File: config.mk
export PLATFORM = sky130hd
export DESIGN_NAME = cvfb_ctrl
export DESIGN_NICKNAME = d
export VERILOG_FILES = /design/src/rtl/core/cvfb_pkg.sv /design/src/rtl/core/cvfb_ctrl.sv
export SDC_FILE = /design/constraint.sdc
export NUM_CORES = 1
export LEC_CHECK = 0
export BUFFER_PORTS_ARGS = -buffer_cell sky130_fd_sc_hd__buf_2
export CAP_MARGIN = 0
export CORE_MARGIN = 2
export CORE_UTILIZATION = 40
export DETAILED_ROUTE_END_ITERATION = 10
export GPL_ROUTABILITY_DRIVEN = 1
export PLACE_DENSITY_LB_ADDON = 0.08
export RECOVER_POWER = 100
export SKIP_CTS_REPAIR_TIMING = 1
export SYNTH_ARGS = -nofsm -noshare
export SYNTH_HDL_FRONTEND = slang
export SYNTH_SLANG_ARGS = --single-unit
File: constraint.sdc
create_clock -name i_clk -period 2.8 [get_ports i_clk]
set_clock_uncertainty 0.1 [all_clocks]
set_input_delay 0.56 -clock i_clk [delete_from_list [all_inputs] [get_ports i_clk]]
set_output_delay 0.56 -clock i_clk [all_outputs]
set_load 0.01 [all_outputs]
File: src/rtl/core/cvfb_pkg.sv
`timescale 1ns / 1ps
// Shared types and constants of the channel vocoder filter bank.
package cvfb_pkg;

    // Fixed formats of the block
    localparam int BANDS       = 24;
    localparam int BAND_W      = 5;
    localparam int SAMPLE_BITS = 24;
    localparam int COEF_BITS   = 32;
    localparam int ENV_BITS    = 24;
    localparam int GAIN_BITS   = 23;
    localparam int CFG_W       = 24;

    // Request codes
    localparam logic [1:0] REQ_SAMPLE = 2'd0;
    localparam logic [1:0] REQ_COEF   = 2'd1;
    localparam logic [1:0] REQ_CLEAR  = 2'd2;

    // Coefficient selects
    localparam logic [1:0] CSEL_B0 = 2'd0;
    localparam logic [1:0] CSEL_A1 = 2'd1;
    localparam logic [1:0] CSEL_A2 = 2'd2;

    // Register indexes
    localparam logic CFG_ENV_COEF = 1'b0;
    localparam logic CFG_GAIN     = 1'b1;

    localparam logic [ENV_BITS-1:0]  ENV_COEF_RST = 24'd16759750;
    localparam logic [GAIN_BITS-1:0] GAIN_RST     = 23'd65536;

    // Operand pair fed to the shared multiplier
    typedef enum logic [3:0] {
        MS_B0_DM,
        MS_A1_YM1,
        MS_A2_YM2,
        MS_C_ENV,
        MS_OM_RECT,
        MS_B0_DC,
        MS_A1_YC1,
        MS_A2_YC2,
        MS_YC_ENV,
        MS_SUMHI_G,
        MS_SUMLO_G
    } t_mul_sel;

    // Accumulator action
    typedef enum logic [2:0] {
        ACC_HOLD,
        ACC_LOAD,
        ACC_ADD,
        ACC_SUB,
        ACC_SHADD
    } t_acc_op;

    // Product scaling
    typedef enum logic [1:0] {
        SH_0,
        SH_23,
        SH_30
    } t_shift;

    typedef struct packed {
        t_mul_sel          mul_sel;
        t_acc_op           acc_op;
        t_shift            shift;
        logic              to_sum;
        logic              cap_ym;
        logic              cap_env;
        logic              cap_yc;
        logic              wr_band;
        logic              out_load;
        logic [BAND_W-1:0] band;
    } t_dp_cmd;

    typedef struct packed {
        logic out_free;
    } t_dp_stat;

endpackage

File: src/rtl/core/cvfb_ctrl.sv
`timescale 1ns / 1ps
// Sequencer that walks the bands of one sample pair through the datapath.
module cvfb_ctrl (
    input  logic               i_clk,
    input  logic               i_rst_n,
    input  logic               i_accept,
    input  logic [1:0]         i_req_type,
    input  cvfb_pkg::t_dp_stat i_stat,
    output cvfb_pkg::t_dp_cmd  o_cmd,
    output logic               o_busy
);
    import cvfb_pkg::*;

    typedef enum logic [3:0] {
        S_IDLE, S_READ, S_MB0, S_MA1, S_MA2, S_ENV1, S_ENV2,
        S_CB0, S_CA1, S_CA2, S_CCAP, S_SUM, S_GHI, S_GLO, S_OUT
    } t_state;

    t_state            r_state;
    logic [BAND_W-1:0] r_band;

    // State and band counter
    always_ff @(posedge i_clk) begin
        if (!i_rst_n) begin
            r_state <= S_IDLE;
            r_band  <= '0;
        end else begin
            unique case (r_state)
                S_IDLE: begin
                    if (i_accept && i_req_type == REQ_SAMPLE) begin
                        r_band  <= '0;
                        r_state <= S_READ;
                    end
                end
                S_READ: r_state <= S_MB0;
                S_MB0:  r_state <= S_MA1;
                S_MA1:  r_state <= S_MA2;
                S_MA2:  r_state <= S_ENV1;
                S_ENV1: r_state <= S_ENV2;
                S_ENV2: r_state <= S_CB0;
                S_CB0:  r_state <= S_CA1;
                S_CA1:  r_state <= S_CA2;
                S_CA2:  r_state <= S_CCAP;
                S_CCAP: r_state <= S_SUM;
                S_SUM: begin
                    if (r_band == BAND_W'(BANDS - 1)) begin
                        r_state <= S_GHI;
                    end else begin
                        r_band  <= r_band + 1'b1;
                        r_state <= S_READ;
                    end
                end
                S_GHI:  r_state <= S_GLO;
                S_GLO:  r_state <= S_OUT;
                S_OUT: begin
                    if (i_stat.out_free) r_state <= S_IDLE;
                end
                default: r_state <= S_IDLE;
            endcase
        end
    end

    // Command decode
    always_comb begin
        o_cmd.mul_sel  = MS_B0_DM;
        o_cmd.acc_op   = ACC_HOLD;
        o_cmd.shift    = SH_0;
        o_cmd.to_sum   = 1'b0;
        o_cmd.cap_ym   = 1'b0;
        o_cmd.cap_env  = 1'b0;
        o_cmd.cap_yc   = 1'b0;
        o_cmd.wr_band  = 1'b0;
        o_cmd.out_load = 1'b0;
        o_cmd.band     = r_band;
        unique case (r_state)
            S_MB0: begin
                o_cmd.mul_sel = MS_B0_DM;  o_cmd.acc_op = ACC_LOAD; o_cmd.shift = SH_30;
            end
            S_MA1: begin
                o_cmd.mul_sel = MS_A1_YM1; o_cmd.acc_op = ACC_SUB;  o_cmd.shift = SH_30;
            end
            S_MA2: begin
                o_cmd.mul_sel = MS_A2_YM2; o_cmd.acc_op = ACC_SUB;  o_cmd.shift = SH_30;
            end
            S_ENV1: begin
                o_cmd.mul_sel = MS_C_ENV;  o_cmd.acc_op = ACC_LOAD; o_cmd.cap_ym = 1'b1;
            end
            S_ENV2: begin
                o_cmd.mul_sel = MS_OM_RECT; o_cmd.acc_op = ACC_ADD;
            end
            S_CB0: begin
                o_cmd.mul_sel = MS_B0_DC;  o_cmd.acc_op = ACC_LOAD; o_cmd.shift = SH_30;
                o_cmd.cap_env = 1'b1;
            end
            S_CA1: begin
                o_cmd.mul_sel = MS_A1_YC1; o_cmd.acc_op = ACC_SUB;  o_cmd.shift = SH_30;
            end
            S_CA2: begin
                o_cmd.mul_sel = MS_A2_YC2; o_cmd.acc_op = ACC_SUB;  o_cmd.shift = SH_30;
            end
            S_CCAP: o_cmd.cap_yc = 1'b1;
            S_SUM: begin
                o_cmd.mul_sel = MS_YC_ENV; o_cmd.shift = SH_23;
                o_cmd.to_sum  = 1'b1;      o_cmd.wr_band = 1'b1;
            end
            S_GHI: begin
                o_cmd.mul_sel = MS_SUMHI_G; o_cmd.acc_op = ACC_LOAD;
            end
            S_GLO: begin
                o_cmd.mul_sel = MS_SUMLO_G; o_cmd.acc_op = ACC_SHADD;
            end
            S_OUT: o_cmd.out_load = i_stat.out_free;
            default: ;
        endcase
    end

    assign o_busy = (r_state != S_IDLE);

endmodule

==> impl_metrics.yaml, run 1 <==
status:
  status: "completed"
sta:
  report.final.setup_viol: 0
  layout_setup_ws_ns: 0.483
  maxClockFrequency_ghz: 0.432
  finalCritPeriodShare_pct: 82.8
  grt_setup_unrepaired: "false"
  min_period_ns: 2.32
  drv_slew: 0
  tns_ns: 0
  worst_slew_pin_slew_ns: 0.670
  maxSlewHeadroom_pct: 55.3
  final_hold_viol_count: 0
yosys:
  synth_top_flop_cell: "sky130_fd_sc_hd__dfxtp_1"
  syn_inst: 91
  ys_types: 38
  async_flop_share_pct: 0
  post_synth_instance_area_um2: 713
  syn_area_per_cell_um2: 7.84
  syn_nets: 98
  ys_ff_latch: 9
  number_of_synthesized_flops_with_an_enable_pin: 0
  synth_warnings: 0
  sequential_share_of_the_synthesized_area_pct: 25.3
global_routing:
  first_global_vias: 557
  grt_max_degree: 20
  global_route.usage.total_pct: 16.3
  antenna_found_initial: 0
  global_route.overflow_total: 0
  grt_first_pass_wirelength_um: 2500
pwr:
  static-leakage-power_nw: 0.298
  cellPowerDensity_nw_per_um2: 414
  ir_worst_vdd_mv: 0.229
min_path:
  timing.hold.worst_endpoint: "r_band[1]"
  min_path_cells: 2
  hold_start: "r_band[1]"
  timing.hold.worst.class: "reg -> reg"
clock_tree:
  clock_latency_ns: 0.27
  tritoncts_clock_tree: "done"
  clk_root_buffer_cell: "sky130_fd_sc_hd__clkbuf_4"
  cts.htree.levels: 1
  register_clock_pin_slew_on_the_reported_worst_setup_and_hold_paths_ns: 0.06
  clockBufferDepth: 2
  cts_made_buffers: 3
  numClockSinks: 9
layout:
  finish.net_count: 121
  mostFrequentLayoutCells: "22 x sky130_fd_sc_hd__clkbuf_1, 9 x sky130_fd_sc_hd__dfxtp_1, 8 x sky130_fd_sc_hd__o21ai_0"
  final_common_cell: "sky130_fd_sc_hd__clkbuf_1"
  layout.core_utilization_pct: 47.5
  growth_of_design_area_from_synthesis_to_finish_pct: 13.9
  layout-drive-gt1-share_pct: 9.73
  antennaDiodeCount: 0
  final_area_um2: 812
die:
  dieHeight_um: 46.2
  top_level_ports: 27
  initial_core_util_pct: 41.8
  design.die.area_um2: 2140
  site_row_count: 15
  core_area_um2: 1710
  die_w_um: 46.2
detailed_routing:
  detail-route-antenna-nets: 0
  dr.first_iter.drc_count: 24
  route.vias.total: 730
  drt_pre_antenna_iters: 4
  routed_via_density: 5.29
  drt-wirelength-per-cell_um: 11.9
  route.final.wire_length_um: 1650
  detail_route.drc_violations: 0
setup_path:
  cp.required_ns: 2.14
  worst_ep_arrival_time_ns: 1.66
  cp-end-kind: "primary output"
  regToRegSetupSlack_ns: 0.87
  setup.worst_path.start_class: "flop"
  crit_fanout: 19
  ff2ff_path_depth: 3
  reg2reg_start: "r_state[1]"
  critPathKind: "reg -> out"
  reg2reg_to: "r_band[2]"
run:
  drv.max_cap_violation_count: 0
placement:
  postPlaceCellArea_um2: 830
  post-dp-hpwl_um: 1150
  place_congestion: 0.713
  port-buffer-count: 26
  dp_worst_setup_slack_ns: 0.796
==> cell type report <==
type                    count  area [um2]
inverters                   6        22.5
flip-flops and latches      9         180
multi-input cells          68         448
fillers                   190         896
repair buffers             26         104
well taps                  25        31.3
clock buffers               4        26.3
==> where the power goes <==
group          internal (mW)  switching (mW)
sequential             0.134          0.0266
clock                 0.0552          0.0489
combinational         0.0340          0.0377
==> kinds of logic after synthesis <==
kind of cell / synth area share [%]
adders and majority gates: 1.75
buffers and inverters: 9.47
AOI/OAI and AO/OA: 23.9
DFF: 25.3
muxes: 5.61
xor gates and xnor gates: 2.46
and+or+nand+nor: 31.6
==> synthesized netlist by cell type (2+ instances only) <==
| cell type | count | area, um2 |
|---|---|---|
| sky130_fd_sc_hd__clkbuf_1 | 2 | 7.51 |
| sky130_fd_sc_hd__nor2b_1 | 4 | 25.0 |
| sky130_fd_sc_hd__nor2_1 | 5 | 18.8 |
| sky130_fd_sc_hd__o21ai_0 | 7 | 35.0 |
| sky130_fd_sc_hd__buf_2 | 3 | 15.0 |
| sky130_fd_sc_hd__a21oi_1 | 7 | 35.0 |
| sky130_fd_sc_hd__xnor2_1 | 2 | 17.5 |
| sky130_fd_sc_hd__mux2i_1 | 4 | 40.0 |
| sky130_fd_sc_hd__dfxtp_1 | 9 | 180 |
| sky130_fd_sc_hd__nand3_1 | 6 | 30.0 |
| sky130_fd_sc_hd__inv_1 | 6 | 22.5 |
| sky130_fd_sc_hd__a31oi_1 | 2 | 12.5 |
| sky130_fd_sc_hd__or3_1 | 2 | 12.5 |
| sky130_fd_sc_hd__nand2_1 | 7 | 26.3 |
| sky130_fd_sc_hd__nand3b_1 | 2 | 15.0 |
==> routing by layer <==
layer	share of wire, %	global-route usage, %	vias to the layer above
met5	0	0	-
met2	41	21.7	17
met1	54	23.8	335
li1	-	-	378
met3	4.2	5.88	0
met4	0	5.14	0
==> state kept, by name, summed over array words and instances (netlist names) <==
name     count
r_band       5
r_state      4
==> metrics by stage <==
stage	hold WS (ns)	power, mW	instances
4_1_cts	0.413	0.351	138
2_1_floorplan	0.406	0.226	91
5_1_grt	0.438	0.356	138
6_report	0.413	0.336	138
3_3_place_gp	0.374	0.245	134
3_5_place_dp	0.403	0.246	134
==> worst max-delay path, stage by stage (launching register included) <==
cell and delay, ns:
sky130_fd_sc_hd__dfxtp_1 0.71, sky130_fd_sc_hd__inv_1 0.20, sky130_fd_sc_hd__o32ai_1 0.30, sky130_fd_sc_hd__clkbuf_1 0.18
==> how the worst max path moves through the flow <==
stage               start         to  slack (ns)  depth (start not counted)
3_5_place_dp   r_state[3]  o_cmd[16]        0.80                          3
5_1_grt        r_state[3]  o_cmd[16]        0.30                          3
2_1_floorplan  r_state[2]  o_cmd[17]        0.99                          4
3_3_place_gp   r_state[3]  o_cmd[16]        0.80                          3
6_report       r_state[3]  o_cmd[16]        0.48                          3
4_1_cts        r_state[3]  o_cmd[16]        0.50                          3
Power figures use the tool's default switching activity.
==> run 2: changes to the inputs <==
ABC_AREA = 1   (was unset)
clock period = 2.4 ns   (was 2.8 ns; I/O delays follow)
==> run 2 against run 1 <==
Setup slack lost 0.23 ns; sequential share of layout area is 1.5 points lower; flip-flop and latch count stayed put; non-clock buffer count is the same; global-route usage grew 0.79 points; cell area increased by 7.4%; area after synthesis up 3.7%; register-to-register slack worse by 0.30 ns; critical endpoint is now o_cmd[13]; largest cell class unchanged; largest power group is now combinational cells.
==> impl_metrics.yaml, run 2 <==
sta:
  final_hold_viol_count: 0
  report.final.setup_viol: 0
  tns_ns: 0
  maxSlewHeadroom_pct: 73.0
  worst_slew_pin_slew_ns: 0.404
  grt_setup_unrepaired: "false"
  fin_hold_ws_ns: 0.339
  min_period_ns: 2.15
  drv_slew: 0
  maxClockFrequency_ghz: 0.465
  finalCritPeriodShare_pct: 89.6
layout:
  largest_register_ffs: 5
  multi_input_area_um2: 440
  mostFrequentLayoutCells: "44 x sky130_fd_sc_hd__nand2_1, 22 x sky130_fd_sc_hd__inv_1, 21 x sky130_fd_sc_hd__nor2_1"
  regArea_um2: 180
  layout-drive-gt1-share_pct: 11.9
  antennaDiodeCount: 0
  finish.net_count: 168
  final_common_cell: "sky130_fd_sc_hd__nand2_1"
  registers.top_by_ff_count: "r_band"
  non_filler_instance_count_after_layout: 185
  fill_cells: 208
  growth_of_design_area_from_synthesis_to_finish_pct: 17.9
  reg.largest.list: "r_band x5, r_state x4"
detailed_routing:
  detail_route.drc_violations: 0
  route.vias.total: 856
  routed_via_density: 4.63
  detail-route-antenna-nets: 0
  drt_pre_antenna_iters: 4
  dr.first_iter.drc_count: 17
  route.final.wire_length_um: 1800
  drt-wirelength-per-cell_um: 9.71
yosys:
  yosys-top-cells-area: "sky130_fd_sc_hd__dfxtp_1 24%, sky130_fd_sc_hd__nand2_1 21%, sky130_fd_sc_hd__inv_1 11%, sky130_fd_sc_hd__nor2_1 10%, sky130_fd_sc_hd__nand2_2 5.1%"
  synth_warnings: 0
  synth_top_cell_by_area: "sky130_fd_sc_hd__dfxtp_1"
  post_synth_instance_area_um2: 739
  async_flop_share_pct: 0
  syn_inst: 132
  syn_area_per_cell_um2: 5.60
  ys_top_cells_by_count: "42 x sky130_fd_sc_hd__nand2_1, 21 x sky130_fd_sc_hd__inv_1, 20 x sky130_fd_sc_hd__nor2_1, 9 x sky130_fd_sc_hd__dfxtp_1, 7 x sky130_fd_sc_hd__nand3_1"
  syn_nets: 139
  number_of_synthesized_flops_with_an_enable_pin: 0
  synth_most_common_cell: "sky130_fd_sc_hd__nand2_1"
  sequential_share_of_the_synthesized_area_pct: 24.4
  synth_top_flop_cell: "sky130_fd_sc_hd__dfxtp_1"
  ys_types: 21
  synth_top_area_share_pct: 24.4
  ys_ff_latch: 9
global_routing:
  grt_max_degree: 9
  top_usage_layer: "met1"
  first_global_vias: 656
  global_route.overflow_total: 0
  grt_first_pass_wirelength_um: 2720
  global_route.usage.total_pct: 17.1
  grt_use_met1_pct: 26.1
  grt_use_met2_pct: 23.8
  globalRouteMet3Util_pct: 4.62
  antenna_found_initial: 0
pwr:
  p_sw_share_pct: 42.4
  ir_worst_vdd_mv: 0.493
  power_report.internal_total_mw: 0.305
  comb_power_share_pct: 40.5
  sequentialPowerShare_pct: 36.7
  switchingPower_mw: 0.225
  static-leakage-power_nw: 0.488
  cellPowerDensity_nw_per_um2: 608
  finalPower_mw: 0.530
  power.clock.fraction_pct: 22.7
setup_path:
  reg2reg_start: "r_state[1]"
  cp-end-kind: "primary output"
  cp.required_ns: 1.82
  critPathKind: "reg -> out"
  ff2ff_path_depth: 7
  critical_path.startpoint: "r_state[1]"
  setup.worst_path.start_class: "flop"
  reg2reg_to: "r_band[1]"
  worst_ep_arrival_time_ns: 1.57
  crit_fanout: 8
  regToRegSetupSlack_ns: 0.57
die:
  initial_core_util_pct: 42.8
  core_area_um2: 1730
  top_level_ports: 27
  site_row_count: 15
  die_w_um: 47.0
  dieHeight_um: 47.0
  design.die.area_um2: 2210
clock_tree:
  cts.htree.levels: 1
  clockBufferDepth: 2
  tritoncts_clock_tree: "done"
  numClockSinks: 9
  clock_latency_ns: 0.27
  clk_root_buffer_cell: "sky130_fd_sc_hd__clkbuf_4"
  register_clock_pin_slew_on_the_reported_worst_setup_and_hold_paths_ns: 0.07
  cts_made_buffers: 3
run:
  drv.max_cap_violation_count: 0
status:
  status: "completed"
placement:
  post-dp-hpwl_um: 1440
  place_congestion: 0.838
  port-buffer-count: 26
  post-place-cells: 181
min_path:
  timing.hold.worst_endpoint: "r_state[1]"
  min_path_cells: 3
  hold_start: "i_rst_n"
  timing.hold.worst.class: "in -> reg"
[run 2: routing by layer]
metal  wire [um]  part of all wire, %
met5           0                    0
met4           6                 0.33
met2         745                   41
met3         117                  6.5
met1         928                   52
[run 2: logic make-up after synthesis]
| logic type | share of synthesized area (%) |
|---|---|
| and+or+nand+nor | 50.4 |
| buffers and inverters | 13.7 |
| AOI/OAI and AO/OA | 9.82 |
| DFF | 24.4 |
| adders and majority gates | 1.69 |
[run 2: critical path, stage by stage (launching register included)]
cell and delay (ns):
sky130_fd_sc_hd__dfxtp_1 0.47, sky130_fd_sc_hd__nand2_1 0.16, sky130_fd_sc_hd__inv_1 0.13, sky130_fd_sc_hd__nand2_1 0.09
sky130_fd_sc_hd__o21ai_0 0.13, sky130_fd_sc_hd__a21oi_1 0.10, sky130_fd_sc_hd__nand3_1 0.09, sky130_fd_sc_hd__clkbuf_1 0.15
[run 2: worst max-delay path by stage]
stage | to | slack (ns) | cells after the start
after CTS | o_cmd[13] | 0.32 | 6
after global routing | o_cmd[12] | 0.09 | 7
after detailed placement | o_cmd[13] | 0.63 | 6
after global placement | o_cmd[13] | 0.67 | 7
after floorplan | o_cmd[13] | 0.77 | 6
final | o_cmd[13] | 0.25 | 7
[run 2: cell type report]
| type | count | area share, % |
|---|---|---|
| clock buffers | 3 | 2.58 |
| multi-input cells | 98 | 50.5 |
| repair buffers | 26 | 12.2 |
| inverters | 23 | 9.90 |
| well taps | 25 | 3.59 |
| clock inverters | 1 | 0.574 |
| flip-flops and latches | 9 | 20.7 |
[run 2: power by group through the flow]
stage	Clock, mW	Sequential [mW]	Combinational, mW
5_1_grt	0.132	0.198	0.248
3_3_place_gp	0	0.198	0.222
6_report	0.120	0.195	0.215
2_1_floorplan	0	0.193	0.169
3_5_place_dp	0	0.198	0.225
4_1_cts	0.123	0.195	0.226
[run 2: metrics by stage]
| stage | setup slack [ns] | util (%) | cell area, um2 |
|---|---|---|---|
| after floorplan | 0.773 | - | 739 |
| after global routing | 0.0887 | 50.5 | 872 |
| final | 0.249 | 50.5 | 872 |
| after CTS | 0.322 | 52.9 | 913 |
| after detailed placement | 0.625 | 51.3 | 886 |
| after global placement | 0.667 | 51.3 | 886 |
